<file path="src/hw/rtl/ili_pkg.sv">
// ----------------------------------------------------------------------------
// ili_pkg: shared types and constants of the indexed list unit
// command codes, status codes, beat layout and the per-cell control bundle
// ----------------------------------------------------------------------------
package ili_pkg;

  // field widths of one beat
  localparam int unsigned CMD_W   = 3;
  localparam int unsigned POS_W   = 16;
  localparam int unsigned VAL_W   = 32;
  localparam int unsigned STAT_W  = 2;
  localparam int unsigned CNT_W   = 5;

  // packed beat widths, rounded up to whole bytes
  localparam int unsigned IN_DATA_W  = ((CMD_W + POS_W + VAL_W + 7) / 8) * 8;
  localparam int unsigned OUT_DATA_W = ((VAL_W + STAT_W + CNT_W + 7) / 8) * 8;

  // command codes
  typedef enum logic [CMD_W-1:0] {
    CMD_GET      = 3'd0,
    CMD_INS_HEAD = 3'd1,
    CMD_INS_TAIL = 3'd2,
    CMD_INS_AT   = 3'd3,
    CMD_DEL_AT   = 3'd4,
    CMD_DEL_HEAD = 3'd5
  } cmd_t;

  // status codes
  localparam logic [STAT_W-1:0] ST_DONE  = 2'd0;
  localparam logic [STAT_W-1:0] ST_RANGE = 2'd1;
  localparam logic [STAT_W-1:0] ST_FULL  = 2'd2;

  // broadcast to every cell of the row
  typedef struct packed {
    logic             ins;
    logic             del;
    logic [VAL_W-1:0] value;
  } cell_ctrl_t;

endpackage

</file>
<file path="src/hw/rtl/ili_cell.sv">
// ----------------------------------------------------------------------------
// ili_cell: one slot of the list
// holds one entry, takes its left or right neighbor or the new value on insert or delete
// ----------------------------------------------------------------------------
module ili_cell #(
  parameter int unsigned IDX = 0,
  parameter int unsigned IW  = 4
) (
  input  logic                      clk,
  input  ili_pkg::cell_ctrl_t       ctrl,
  input  logic [IW-1:0]             at,
  input  logic [IW-1:0]             rd_at,
  input  logic [ili_pkg::VAL_W-1:0] left_val,
  input  logic [ili_pkg::VAL_W-1:0] right_val,
  output logic [ili_pkg::VAL_W-1:0] value_q,
  output logic [ili_pkg::VAL_W-1:0] rd_val
);

  localparam logic [IW-1:0] MY_IDX = IW'(IDX);

  logic [ili_pkg::VAL_W-1:0] value_r;
  logic [ili_pkg::VAL_W-1:0] value_nxt;

  // shift right behind an insert point, shift left from a delete point
  always_comb begin
    value_nxt = value_r;
    if (ctrl.ins) begin
      if (MY_IDX > at) begin
        value_nxt = left_val;
      end else if (MY_IDX == at) begin
        value_nxt = ctrl.value;
      end
    end else if (ctrl.del) begin
      if (MY_IDX >= at) begin
        value_nxt = right_val;
      end
    end
  end

  always_ff @(posedge clk) begin
    value_r <= value_nxt;
  end

  assign value_q = value_r;

  // entry gated onto the read bus when this slot is addressed
  assign rd_val = (MY_IDX == rd_at) ? value_r : '0;

endmodule

</file>
<file path="src/hw/rtl/indexed_list_insert_delete_unit.sv">
// ----------------------------------------------------------------------------
// indexed_list_insert_delete_unit: ordered list with positional access
// row of cells holding up to CAPACITY signed entries plus an entry count
// ----------------------------------------------------------------------------
// The unit takes one command beat per clock and returns one result beat from
// an output register in the next cycle; with out_tready held high it sustains
// one beat per cycle, and in_tready drops only while a finished result waits
// unclaimed. Every insert or delete moves all entries behind the point by one
// place at once through the row of cells, each cell loading from its left or
// right neighbor, so the command mix never changes the rate. A get returns the
// addressed entry through an OR of the cell outputs. No clearing pass is
// needed after reset: only entries below the count are ever read.
module indexed_list_insert_delete_unit #(
  parameter int unsigned CAPACITY = 16
) (
  input  logic                           clk,
  input  logic                           rst_n,
  // slave side
  input  logic                           in_tvalid,
  output logic                           in_tready,
  input  logic [ili_pkg::IN_DATA_W-1:0]  in_tdata,   // command, position, item_value
  // master side
  output logic                           out_tvalid,
  input  logic                           out_tready,
  output logic [ili_pkg::OUT_DATA_W-1:0] out_tdata   // read_value, status, entry_count
);

  localparam int unsigned IW  = (CAPACITY > 1) ? $clog2(CAPACITY) : 1;
  localparam int unsigned CW  = $clog2(CAPACITY + 1);
  localparam int unsigned PW  = ili_pkg::POS_W - 1;
  localparam int unsigned OPAD = ili_pkg::OUT_DATA_W
                               - (ili_pkg::VAL_W + ili_pkg::STAT_W + ili_pkg::CNT_W);

  // input beat fields
  logic [ili_pkg::CMD_W-1:0] cmd_raw;
  logic [ili_pkg::POS_W-1:0] position;
  logic [ili_pkg::VAL_W-1:0] item_value;

  assign cmd_raw    = in_tdata[ili_pkg::CMD_W-1:0];
  assign position   = in_tdata[ili_pkg::CMD_W +: ili_pkg::POS_W];
  assign item_value = in_tdata[ili_pkg::CMD_W + ili_pkg::POS_W +: ili_pkg::VAL_W];

  logic                      accept;
  logic [CW-1:0]             count_r;
  logic [CW-1:0]             count_nxt;
  logic                      out_valid_r;
  logic [ili_pkg::OUT_DATA_W-1:0] out_data_r;
  logic [ili_pkg::OUT_DATA_W-1:0] out_data_nxt;

  logic                      neg;
  logic [PW-1:0]             pos;
  logic [PW-1:0]             cnt_ext;
  logic                      full;
  logic                      get_ok;
  logic [ili_pkg::VAL_W-1:0] rd;
  logic [ili_pkg::STAT_W-1:0] st;
  logic                      do_ins;
  logic                      do_del;
  logic [IW-1:0]             at;
  logic [IW-1:0]             rd_at;
  logic [ili_pkg::VAL_W-1:0] rd_bus;
  ili_pkg::cell_ctrl_t       ctrl;

  logic [ili_pkg::VAL_W-1:0] cell_val [CAPACITY];
  logic [ili_pkg::VAL_W-1:0] cell_rd  [CAPACITY];

  // input is free while the output register is empty or its result is being taken
  assign in_tready = !out_valid_r || out_tready;
  assign accept    = in_tvalid && in_tready;

  assign neg     = position[ili_pkg::POS_W-1];
  assign pos     = position[PW-1:0];
  assign cnt_ext = PW'(count_r);
  assign full    = (count_r == CW'(CAPACITY));
  assign get_ok  = !neg && (pos < cnt_ext);
  assign rd_at   = pos[IW-1:0];

  // command decode
  always_comb begin
    rd     = '0;
    st     = ili_pkg::ST_DONE;
    do_ins = 1'b0;
    do_del = 1'b0;
    at     = '0;
    case (ili_pkg::cmd_t'(cmd_raw))
      ili_pkg::CMD_GET: begin
        if (get_ok) begin
          rd = rd_bus;
        end else begin
          rd = '1;
          st = ili_pkg::ST_RANGE;
        end
      end
      ili_pkg::CMD_INS_HEAD: begin
        if (full) begin
          st = ili_pkg::ST_FULL;
        end else begin
          do_ins = 1'b1;
        end
      end
      ili_pkg::CMD_INS_TAIL: begin
        if (full) begin
          st = ili_pkg::ST_FULL;
        end else begin
          do_ins = 1'b1;
          at     = count_r[IW-1:0];
        end
      end
      ili_pkg::CMD_INS_AT: begin
        if (neg || (pos > cnt_ext)) begin
          st = ili_pkg::ST_RANGE;
        end else if (full) begin
          st = ili_pkg::ST_FULL;
        end else begin
          do_ins = 1'b1;
          at     = pos[IW-1:0];
        end
      end
      ili_pkg::CMD_DEL_AT: begin
        if (!get_ok) begin
          st = ili_pkg::ST_RANGE;
        end else begin
          do_del = 1'b1;
          at     = pos[IW-1:0];
        end
      end
      ili_pkg::CMD_DEL_HEAD: begin
        if (count_r == '0) begin
          st = ili_pkg::ST_RANGE;
        end else begin
          do_del = 1'b1;
        end
      end
      default: begin
        st = ili_pkg::ST_RANGE;
      end
    endcase
  end

  // cell control, only on an accepted beat
  assign ctrl.ins   = accept && do_ins;
  assign ctrl.del   = accept && do_del;
  assign ctrl.value = item_value;

  // count update
  always_comb begin
    count_nxt = count_r;
    if (ctrl.ins) begin
      count_nxt = count_r + CW'(1);
    end else if (ctrl.del) begin
      count_nxt = count_r - CW'(1);
    end
  end

  // row of cells
  for (genvar i = 0; i < CAPACITY; i++) begin : g_cell
    logic [ili_pkg::VAL_W-1:0] left_v;
    logic [ili_pkg::VAL_W-1:0] right_v;
    if (i == 0) begin : g_first
      assign left_v = '0;
    end else begin : g_mid_l
      assign left_v = cell_val[i-1];
    end
    if (i == CAPACITY - 1) begin : g_last
      assign right_v = cell_val[i];
    end else begin : g_mid_r
      assign right_v = cell_val[i+1];
    end
    ili_cell #(
      .IDX (i),
      .IW  (IW)
    ) u_cell (
      .clk       (clk),
      .ctrl      (ctrl),
      .at        (at),
      .rd_at     (rd_at),
      .left_val  (left_v),
      .right_val (right_v),
      .value_q   (cell_val[i]),
      .rd_val    (cell_rd[i])
    );
  end

  // read bus: at most one cell drives a nonzero value
  always_comb begin
    rd_bus = '0;
    for (int i = 0; i < CAPACITY; i++) begin
      rd_bus = rd_bus | cell_rd[i];
    end
  end

  // result beat
  assign out_data_nxt = {{OPAD{1'b0}}, ili_pkg::CNT_W'(count_nxt), st, rd};

  always_ff @(posedge clk) begin
    if (!rst_n) begin
      count_r     <= '0;
      out_valid_r <= 1'b0;
    end else begin
      count_r <= count_nxt;
      if (accept) begin
        out_valid_r <= 1'b1;
      end else if (out_tready) begin
        out_valid_r <= 1'b0;
      end
    end
  end

  always_ff @(posedge clk) begin
    if (accept) begin
      out_data_r <= out_data_nxt;
    end
  end

  assign out_tvalid = out_valid_r;
  assign out_tdata  = out_data_r;

endmodule
</file>
<file path="config.mk">
export PLATFORM = sky130hd
export DESIGN_NAME = indexed_list_insert_delete_unit
export DESIGN_NICKNAME = d
export VERILOG_FILES = /design/src/hw/rtl/ili_pkg.sv /design/src/hw/rtl/ili_cell.sv /design/src/hw/rtl/indexed_list_insert_delete_unit.sv
export SDC_FILE = /design/constraint.sdc
export NUM_CORES = 1
export LEC_CHECK = 0
export BUFFER_PORTS_ARGS = -buffer_cell sky130_fd_sc_hd__buf_2
export CAP_MARGIN = 10
export CORE_UTILIZATION = 35
export CTS_BUF_LIST = sky130_fd_sc_hd__clkbuf_4 sky130_fd_sc_hd__clkbuf_8
export CTS_CLUSTER_SIZE = 8
export DETAILED_ROUTE_END_ITERATION = 6
export PLACE_DENSITY = 0.5
export SYNTH_ARGS = -nofsm -noshare
export SYNTH_HDL_FRONTEND = slang
export SYNTH_HIERARCHICAL = 1
export SYNTH_SLANG_ARGS = --single-unit
</file>
<file path="constraint.sdc">
create_clock -name clk -period 20.7 [get_ports clk]
set_input_delay 1.035 -clock clk [delete_from_list [all_inputs] [get_ports clk]]
set_output_delay 1.035 -clock clk [all_outputs]
set_load 0.01 [all_outputs]
</file>
# ---- After elaboration in Yosys (flattened, before gate mapping)
# Cells that the tools add are included.
dict set report word_totals {
  regBits 557
  input_bits 60
}
dict set report classes {
  n_addsub 2
  eq_ne 51
  n_mux 114
  n_reduce_logical 48
  bitwise 15
  magnitude_cmp 33
}
# operator n
set op_table {}
lappend op_table {{$mux 32} 94}
lappend op_table {{$or 32x32->32} 15}
lappend op_table {{$eq 4x4->1 const A} 16}
lappend op_table {{$ne 3x1->1 const B} 15}
lappend op_table {{$reduce_and 3->1} 15}
lappend op_table {{$reduce_bool 2->1} 18}
lappend op_table {{$eq 3x4->1 const A} 8}
lappend op_table {{$gt 4x4->1 const A} 8}
lappend op_table {{$ge 4x4->1 const A} 7}
lappend op_table {{$eq 2x4->1 const A} 4}
lappend op_table {{$ge 3x4->1 const A} 4}
lappend op_table {{$gt 3x4->1 const A} 4}
lappend op_table {{$mux 4} 4}
lappend op_table {{$gt 15x5->1} 1}
lappend op_table {{$lt 15x5->1} 1}
lappend op_table {{$pmux 4 s3} 1}
lappend op_table {{$mux 5} 2}
lappend op_table {{$eq 1x4->1 const A} 2}
lappend op_table {{$ge 1x4->1 const A} 2}
lappend op_table {{$ge 2x4->1 const A} 2}
lappend op_table {{$gt 1x4->1 const A} 2}
lappend op_table {{$gt 2x4->1 const A} 2}
lappend op_table {{$logic_not 4->1} 2}
lappend op_table {{$mux 1} 8}
lappend op_table {{16 further kinds} 26}

# ---- Logic depth before layout (Yosys ltp)
# Gate-level depths: netlist of the first run.
dict set report logic_depth {
  word_depth 18
  depth_mapped 14
}

# ---- Hierarchy
# Netlist of the first run, hierarchy kept.
# mod n_inst area_each_um2 cells_per_inst
set modules_own_cells {}
lappend modules_own_cells {indexed_list_insert_delete_unit 1 3205.6 341}
lappend modules_own_cells {{ili_cell (g_cell[10].u_cell)} 1 2374.8 226}
lappend modules_own_cells {{ili_cell (g_cell[12].u_cell)} 1 2160.8 219}
lappend modules_own_cells {{ili_cell (g_cell[2].u_cell)} 1 2135.8 223}
lappend modules_own_cells {{ili_cell (g_cell[4].u_cell)} 1 2099.5 220}
lappend modules_own_cells {{ili_cell (g_cell[14].u_cell)} 1 1906.8 214}
lappend modules_own_cells {{ili_cell (g_cell[8].u_cell)} 1 1903.1 178}
lappend modules_own_cells {{ili_cell (g_cell[6].u_cell)} 1 1890.6 213}
lappend modules_own_cells {{ili_cell (g_cell[13].u_cell)} 1 1885.6 177}
lappend modules_own_cells {{ili_cell (g_cell[1].u_cell)} 1 1884.3 177}
lappend modules_own_cells {{ili_cell (g_cell[3].u_cell)} 1 1881.8 178}
lappend modules_own_cells {{ili_cell (g_cell[7].u_cell)} 1 1875.5 213}
lappend modules_own_cells {{ili_cell (g_cell[15].u_cell)} 1 1873.0 176}
lappend modules_own_cells {{ili_cell (g_cell[9].u_cell)} 1 1865.5 213}
lappend modules_own_cells {{+3 rows} n/a n/a n/a}

# ---- Worst setup path before layout of the first run
# OpenSTA, ideal clock, no wires.
dict set report synth_timing {
  path_kind {in2reg}
  startpoint {input in_tdata[7] in the netlist's numbering}
  endpoint {register g_cell[2].u_cell.value_r (netlist bit g_cell[2].u_cell/value_q[0]) (enable)}
  arrival_ns 8.279
  required_ns 20.105
  slack_ns 11.827
  cell_stages 9
  setup_time_ns 0.595
  path_cell_list {ha_1 nand2_1 a211o_1 nand3_2 a21o_1 o21ai_0 a22o_1 clkbuf_1 a2111oi_0}
}
dict set report synth_between {
  elab_chain_cells 7
  word_cells_on_any_way 20
  cone_classes {4 x order compare; 2 x eq/ne; 7 x mux; 7 x reduce/logical}
}
# element line_no
set synth_lines {}
lappend synth_lines {{start: declaration} indexed_list_insert_delete_unit.sv:21} ;# input logic [ili_pkg::IN_DATA_W-1:0] in_tdata,
lappend synth_lines {{$lt 15x5->1 or $gt 15x5->1 (tied branches)} {indexed_list_insert_delete_unit.sv:75, indexed_list_insert_delete_unit.sv:110}}
lappend synth_lines {{$logic_and 1x1->1 or $logic_or 1x1->1 (tied branches)} {indexed_list_insert_delete_unit.sv:75, indexed_list_insert_delete_unit.sv:110}}
lappend synth_lines {{$mux 4 (on tied branches)} {indexed_list_insert_delete_unit.sv:120, indexed_list_insert_delete_unit.sv:110}}
lappend synth_lines {{$pmux 4 s3 (*)} indexed_list_insert_delete_unit.sv:85} ;# case (ili_pkg::cmd_t'(cmd_raw))
lappend synth_lines {{net at[3]} indexed_list_insert_delete_unit.sv:59} ;# logic [IW-1:0] at;
lappend synth_lines {{$gt 2x4->1, or another cell as far along} ili_cell.sv:28} ;# if (MY_IDX > at) begin
lappend synth_lines {{$ne 3x1->1 (no line) or $reduce_bool 2->1 (tied branches)} n/a}
lappend synth_lines {{$reduce_and 3->1 (no line) (*)} n/a}
lappend synth_lines {{end signal: assignment} ili_cell.sv:41} ;# value_r <= value_nxt;
lappend synth_lines {{end: declaration} ili_cell.sv:21} ;# logic [ili_pkg::VAL_W-1:0] value_r;
# The timed path passes the listed nets; every way through them passes the cells marked *.
# A chain may end at the register's enable or synchronous reset.

# ---- Worst setup path in the final report of the first run
dict set report layout_timing {
  startpoint {input in_tdata[5] in the netlist's numbering}
  endpoint {register g_cell[2].u_cell.value_r (netlist bit g_cell[2].u_cell/value_q[26]), data pin}
}
dict set report layout_between {
  elab_chain_cells 7
  word_cells_on_any_way 14
  cone_classes {3 x order compare; 8 x mux; 3 x reduce/logical}
}
# element line_no
set layout_lines {}
lappend layout_lines {{$lt 15x5->1 or $gt 15x5->1 (tied branches)} {indexed_list_insert_delete_unit.sv:75, indexed_list_insert_delete_unit.sv:110}}
lappend layout_lines {{$logic_and 1x1->1 or $logic_or 1x1->1 (tied branches)} {indexed_list_insert_delete_unit.sv:75, indexed_list_insert_delete_unit.sv:110}}
lappend layout_lines {{$mux 4 (on tied branches)} {indexed_list_insert_delete_unit.sv:120, indexed_list_insert_delete_unit.sv:110}}
lappend layout_lines {{$pmux 4 s3 (*)} indexed_list_insert_delete_unit.sv:85}
lappend layout_lines {{net at[2]} indexed_list_insert_delete_unit.sv:59}
lappend layout_lines {{$gt 2x4->1 (*)} ili_cell.sv:28}
lappend layout_lines {{$mux 32 (*)} ili_cell.sv:28}
lappend layout_lines {{$mux 32 (*)} ili_cell.sv:27} ;# if (ctrl.ins) begin
lappend layout_lines {{net g_cell[2].u_cell.value_nxt, one bit} ili_cell.sv:22} ;# logic [ili_pkg::VAL_W-1:0] value_nxt;
# Marks and branches as above.

==> out/results.tsv, run 1 <==
stage	metric	value	unit
grt	grt_use_total	25.3	%
clock_network	clock-sinks	557	
synth	syn_nets	3437	
finish	area_growth	9.78	%
synth	async_flop_share	0	%
clock_network	clk_path_buf_depth	3	
finish	multi_input_area	15800	µm²
sta	drv_slew	0	
die	die_h	315	µm
placed_design	gp_congestion	0.788	
die	initial_core_util	35.3	%
synth	ys_seq_elements	557	
synth	synth_top_flop_cell	edfxtp_1	
clock_network	cts_root_buffer	clkbuf_8	
grt	globalRoute.busiestLayer	met2	
setup_path	cp.arrival	7.10	ns
route	drc_errors	12	
sta	hold_violations	0	
finish	area.sequential	16700	µm²
grt	antenna_found_initial	15	
finish	final_common_cell	edfxtp_1	
die	dieArea	99100	µm²
pwr	total_power	2.79	mW
finish	num-fill-cells	9558	
finish	nNetsFinal	3441	
sta	rsz0062_at_grt	no	
synth	synth_edf_count	551	
synth	ys_seq_area_share	48.7	%
route	ant_nets	0	
sta	fin_tns_setup	0	ns
setup_path	worstPathCellList	buf_2, ha_1, nor2_1, a211o_1, nand3_2, buf_4, o21ai_0, a22o_4, buf_4, buf_4, buf_4, or3_2, buf_4, o221ai_1	
finish	utilization	38.8	%
job	drv_cap	0	
setup_path	crit_family	buffers and inverters	
hold_path	min_path_cells	2	
synth	syn-mean-instance-area	10.2	µm²
run_status	status	finished with violations	
setup_path	cp_num_buf_inv	6	
die	core_area	96900	µm²
clock_network	post_cts_resized	0	
die	ios	102	
setup_path	cp_max_fo	50	
sta	timing.fmax	150	MHz
die	chipWidth	315	µm
run_status	violations	DRC	
sta	finalCriticalPeriod	6.66	ns
synth	syn_area	34200	µm²
setup_path	worst_setup_path_end_kind	register	
setup_path	crit_slowest_cell	or3_2	
setup_path	worstPathRequired	21.14	ns
pwr	leakagePower	14.3	nW
grt	use_met1	36.0	%
finish	stdcell_area	37600	µm²
route	wire_per_inst	26.8	µm
pwr	irDropWorstVdd	0.0000462	V
synth	synth.distinct_cells	76	
clock_network	clk_pin_slew	0.06	ns
setup_path	r2r.worst_path.cells	14	
clock_network	clk_latency	0.78	ns
placed_design	post-dp-hpwl	69800	µm
grt	grt_pass1_wl	184000	µm
die	rows	114	
clock_network	cts_tree	yes	
grt	use_met2	39.0	%
sta	clock_skew	0.0488	ns
pwr	power_density	74.1	nW/µm²
hold_path	hold_path.class	register to register	
grt	overflow	0	
route	wl	127000	µm
setup_path	crit_path_max_incr_delay	0.72	ns
placed_design	place_area	35400	µm²
setup_path	cpMostUsedCell	buf_4	
setup_path	critPathKind	input pin to register	
grt	use_met3	3.78	%
finish	final_cell_mix	edfxtp_1 (551), and2_1 (459), nor2_1 (370), nand2_1 (336), a31oi_1 (194)	
clock_network	h-tree-depth	3	
synth	synthCells	3370	
sta	setup_viol	0	
setup_path	critPathLaunchType	input pin	
clock_network	cts_buffers	109	
route	drt_iter0_markers	3025	
grt	grt_pass1_vias	26300	
sta	min_period_over_period	32.2	%
grt	grt_max_degree	207	
setup_path	path_depth	14	
route	via_per_inst	5.78	
placed_design	portBuffers	95	
route	num_vias	27400	
sta	worst_pin_slew	1.22	ns
sta	slew_headroom	18.6	%
finish	drive_above_1_share	15.7	%
synth	yosysWarnings	6	
clock_network	cts_hold_repair.buffers	0	
route	firstDrtPassIters	7	
clock_network	post_cts_buffers	0	
[metal layers]
metal  part of all wire (%)  up-vias
met1                     45    13600
met5                  0.061        -
met2                     45     1126
li1                       -    12500
met3                    7.1      224
met4                    2.9       12
[metrics by stage]
step                cells  worst slack, ns  hold WS [ns]
floorplan            3370            11.83         0.476
global route         4736            13.89         0.534
finish               4739            14.04         0.512
detailed placement   4539            13.38         0.509
CTS                  4731            14.21         0.487
global placement     4539            13.50         0.493
[power by group]
group / leakage, nW / total [mW] / internal [mW] / switching, mW
Clock: 1.13 / 1.14 / 0.611 / 0.526
Combinational: 8.05 / 0.296 / 0.0979 / 0.199
Sequential: 5.14 / 1.35 / 1.32 / 0.0354
[synth_stat cells, types with 5 or more instances]
master / instances / area [µm²]
clkbuf_2: 9 / 45.0
inv_1: 77 / 289
nand4_1: 34 / 213
a31oi_1: 195 / 1220
ha_1: 7 / 87.6
nand3_1: 38 / 190
buf_6: 46 / 518
a221o_1: 43 / 430
o221ai_2: 31 / 465
and2_1: 459 / 2870
a221o_2: 21 / 236
edfxtp_1: 551 / 16500
or3b_1: 32 / 280
o221ai_1: 33 / 289
buf_4: 20 / 150
a21oi_1: 170 / 851
o21ai_0: 37 / 185
o21a_1: 37 / 278
buf_1: 20 / 75.1
a21bo_1: 27 / 270
and2_2: 54 / 405
nor2_1: 371 / 1390
o2111ai_1: 32 / 280
buf_8: 12 / 180
nor3_1: 8 / 40.0
o311ai_0: 32 / 280
dfxtp_1: 6 / 120
clkbuf_1: 98 / 368
and4bb_2: 5 / 62.6
nor4_1: 133 / 832
and2b_1: 17 / 128
mux2_2: 32 / 360
nor2b_1: 45 / 282
buf_2: 71 / 355
mux2i_1: 164 / 1640
nand2_1: 336 / 1260
a21bo_2: 5 / 50.1
[cell families (layout without fill, tap and decap cells)]
group | Yosys count | after routing | synth area share [%]
fa+ha+maj | 7 | 7 | 0.256
simple gates | 1560 | 1560 | 24.2
compound gates | 692 | 692 | 15.1
other cells | 1 | 9 | 0.0110
mux | 196 | 196 | 5.85
flops | 557 | 557 | 48.7
xor+xnor | 4 | 4 | 0.102
buf+inv | 353 | 438 | 5.79
[state kept, by name, summed over array words and instances, names as in the netlist]
name                   flops
count_r                    5
g_cell.u_cell/value_q    512
out_tdata                 39
out_tvalid                 1
[path summary, 6_finish.rpt]
path / startpoint / end / slack, ns
setup / recovery: in_tdata[5] / g_cell[2].u_cell/value_q[26] / 14.04
hold / removal: count_r[4] / count_r[4] / 0.51
hold reg to reg: count_r[4] / count_r[4] / 0.51
setup reg to reg: count_r[2] / g_cell[2].u_cell/value_q[26] / 14.21
[final cells by class]
class / count / share of cell area (%)
Timing Repair Buffer: 169 / 2.84
Antenna cell: 8 / 0.0533
Tap cell: 1276 / 4.25
Multi-Input combinational cell: 2460 / 42.1
Clock inverter: 34 / 0.596
Sequential cell: 557 / 44.3
Clock buffer: 158 / 5.07
Inverter: 77 / 0.769
[worst min-delay path, delay by kind of cell, from the launching register on]
family	cells	cell delay, ns
flip-flops	1	0.34
AND/OR/NAND/NOR	1	0.07
multiplexers	1	0.06
(Power assumes the default switching activity.)
==> run 2, diff against run 1 <==
- clock period: 20.7 -> 6.18 ns (I/O delays scaled with it)
==> out/results.tsv, run 2 (same netlist as run 1, synthesis figures left out) <==
stage	metric	value	unit	change
sta	drv_slew	0		unchanged
run_status	status	finished with violations		
route	drt_iter0_markers	3029		+0.13%
setup_path	cp_max_fo	47		-6.0%
sta	fin_tns_setup	0	ns	unchanged
clock_network	clk_latency	0.77	ns	about the same
sta	worst_pin_slew	1.23	ns	+0.00701 ns
sta	rsz0062_at_grt	no		
clock_network	cts_buffers	107		-1.8%
placed_design	post-dp-hpwl	70700	µm	+1.3%
clock_network	cts_tree	yes		
clock_network	post_cts_buffers	0		unchanged
grt	grt_pass1_vias	26300		-0.18%
route	wire_per_inst	27.0	µm	+0.87%
die	ios	102		unchanged
route	num_vias	27600		+0.81%
sta	hold_violations	0		unchanged
route	firstDrtPassIters	7		unchanged
die	die_h	315	µm	unchanged
setup_path	critPathKind	register to register		
run_status	violations	DRC		
route	drc_errors	10		-2
finish	multi_input_area	15800	µm²	about the same
route	via_per_inst	5.82		+0.71%
pwr	power_density	247	nW/µm²	+230%
clock_network	clk_path_buf_depth	3		unchanged
clock_network	h-tree-depth	3		unchanged
route	ant_nets	0		unchanged
hold_path	hold_path.class	input pin to register		
finish	area.sequential	16700	µm²	unchanged
setup_path	worstPathRequired	6.62	ns	-14.52 ns
finish	final_common_cell	edfxtp_1		
sta	clock_skew	0.0468	ns	-0.00204 ns
sta	timing.fmax	201	MHz	
finish	largest_register_ffs	512		unchanged
finish	area_growth	10.2	%	
die	rows	114		unchanged
pwr	irDropWorstVdd	0.000145	V	+210%
grt	overflow	0		unchanged
grt	antenna_found_initial	11		-4
sta	slew_headroom	18.1	%	-0.47 points
grt	grt_use_total	25.5	%	+0.20 points
clock_network	cts_root_buffer	clkbuf_8		
finish	final_cell_mix	edfxtp_1 (551), and2_1 (459), nor2_1 (370), nand2_1 (336), a31oi_1 (194)		
pwr	leakagePower	14.4	nW	+0.36%
finish	utilization	38.9	%	+0.15 points
setup_path	critPathLaunchType	register		
die	core_area	96900	µm²	unchanged
sta	min_period_over_period	80.7	%	
finish	drive_above_1_share	15.7	%	-0.036 points
clock_network	clk_pin_slew	0.07	ns	about the same
clock_network	clock-sinks	557		unchanged
placed_design	portBuffers	95		unchanged
grt	grt_max_degree	220		+6.3%
setup_path	cp.arrival	5.43	ns	-1.67 ns
setup_path	worst_setup_path_end_kind	register		
placed_design	gp_congestion	0.801		+1.6%
finish	num-fill-cells	9649		+0.95%
finish	nNetsFinal	3450		+0.26%
job	drv_cap	0		unchanged
route	wl	128000	µm	+0.98%
grt	grt_pass1_wl	184000	µm	+0.20%
sta	setup_viol	0		unchanged
die	chipWidth	315	µm	unchanged
sta	finalCriticalPeriod	4.99	ns	
die	initial_core_util	35.3	%	unchanged
die	dieArea	99100	µm²	unchanged
run 2: area by class of cell:
class                   count  share of cell area (%)
inverters                  77                   0.766
well taps                1276                    4.23
multi-input cells        2460                    41.9
clock inverters            43                   0.730
clock buffers             146                    4.83
repair buffers            180                    3.30
diodes                      5                  0.0332
flip-flops and latches    557                    44.2
run 2: per-layer routing:
metal / track usage [%] / part of all wire [%] / up-vias
met5: 0 / 0.031 / -
met4: 9.40 / 3.4 / 6
met3: 3.70 / 7.2 / 243
met2: 40.2 / 46 / 1154
met1: 35.3 / 43 / 13800
li1: - / - / 12500
run 2: power breakdown:
group          total [mW]  internal [mW]  switching (mW)
registers            4.53           4.41           0.120
logic                1.01          0.335           0.671
clock network        3.78           2.02            1.76
total                9.31           6.76            2.55
run 2: worst paths after layout:
check	cells after the start	endpoint	slack, ns	from
worst min register to register	2	count_r[4]	0.54	count_r[4]
worst min-delay path	3	out_tdata[32]	0.08	in_tdata[1]
worst max register to register	13	g_cell[13].u_cell/value_q[22]	1.19	count_r[2]
worst max-delay path	13	g_cell[13].u_cell/value_q[22]	1.19	count_r[2]
run 2: through the flow:
stage / hold WS [ns] / std cells / power [mW] / worst slack [ns] / cell area, µm²
after global placement: 0.492 / 4547 / 5.59 / 1.11 / 35600
after CTS: 0.0126 / 4739 / 9.39 / 1.25 / 37700
after floorplan: 0.436 / 3370 / 5.17 / 0.129 / 34200
after global routing: 0.0524 / 4742 / 9.66 / 0.943 / 37700
after detailed placement: 0.499 / 4547 / 5.60 / 1.08 / 35600
final: 0.0783 / 4744 / 9.31 / 1.19 / 37700
run 2: repair_timing:
action / 4_1_cts / 5_1_grt
gates resized for setup: 0 / 0
hold buffers: 3 / 0
endpoints found under the hold margin: 6 / 0
endpoints found under the setup margin: 0 / 0
run 2: worst max-delay path: stages (launching register included):
cell and delay [ns]:
dfxtp_1 0.52, inv_1 0.13, ha_1 0.31, nor2_1 0.05
a211o_1 0.28, nand3_2 0.10, buf_4 0.33, a21o_1 0.16
o21ai_0 0.21, a32o_4 0.62, o211ai_4 0.99, buf_4 0.62
mux2i_1 0.25, a21oi_1 0.08
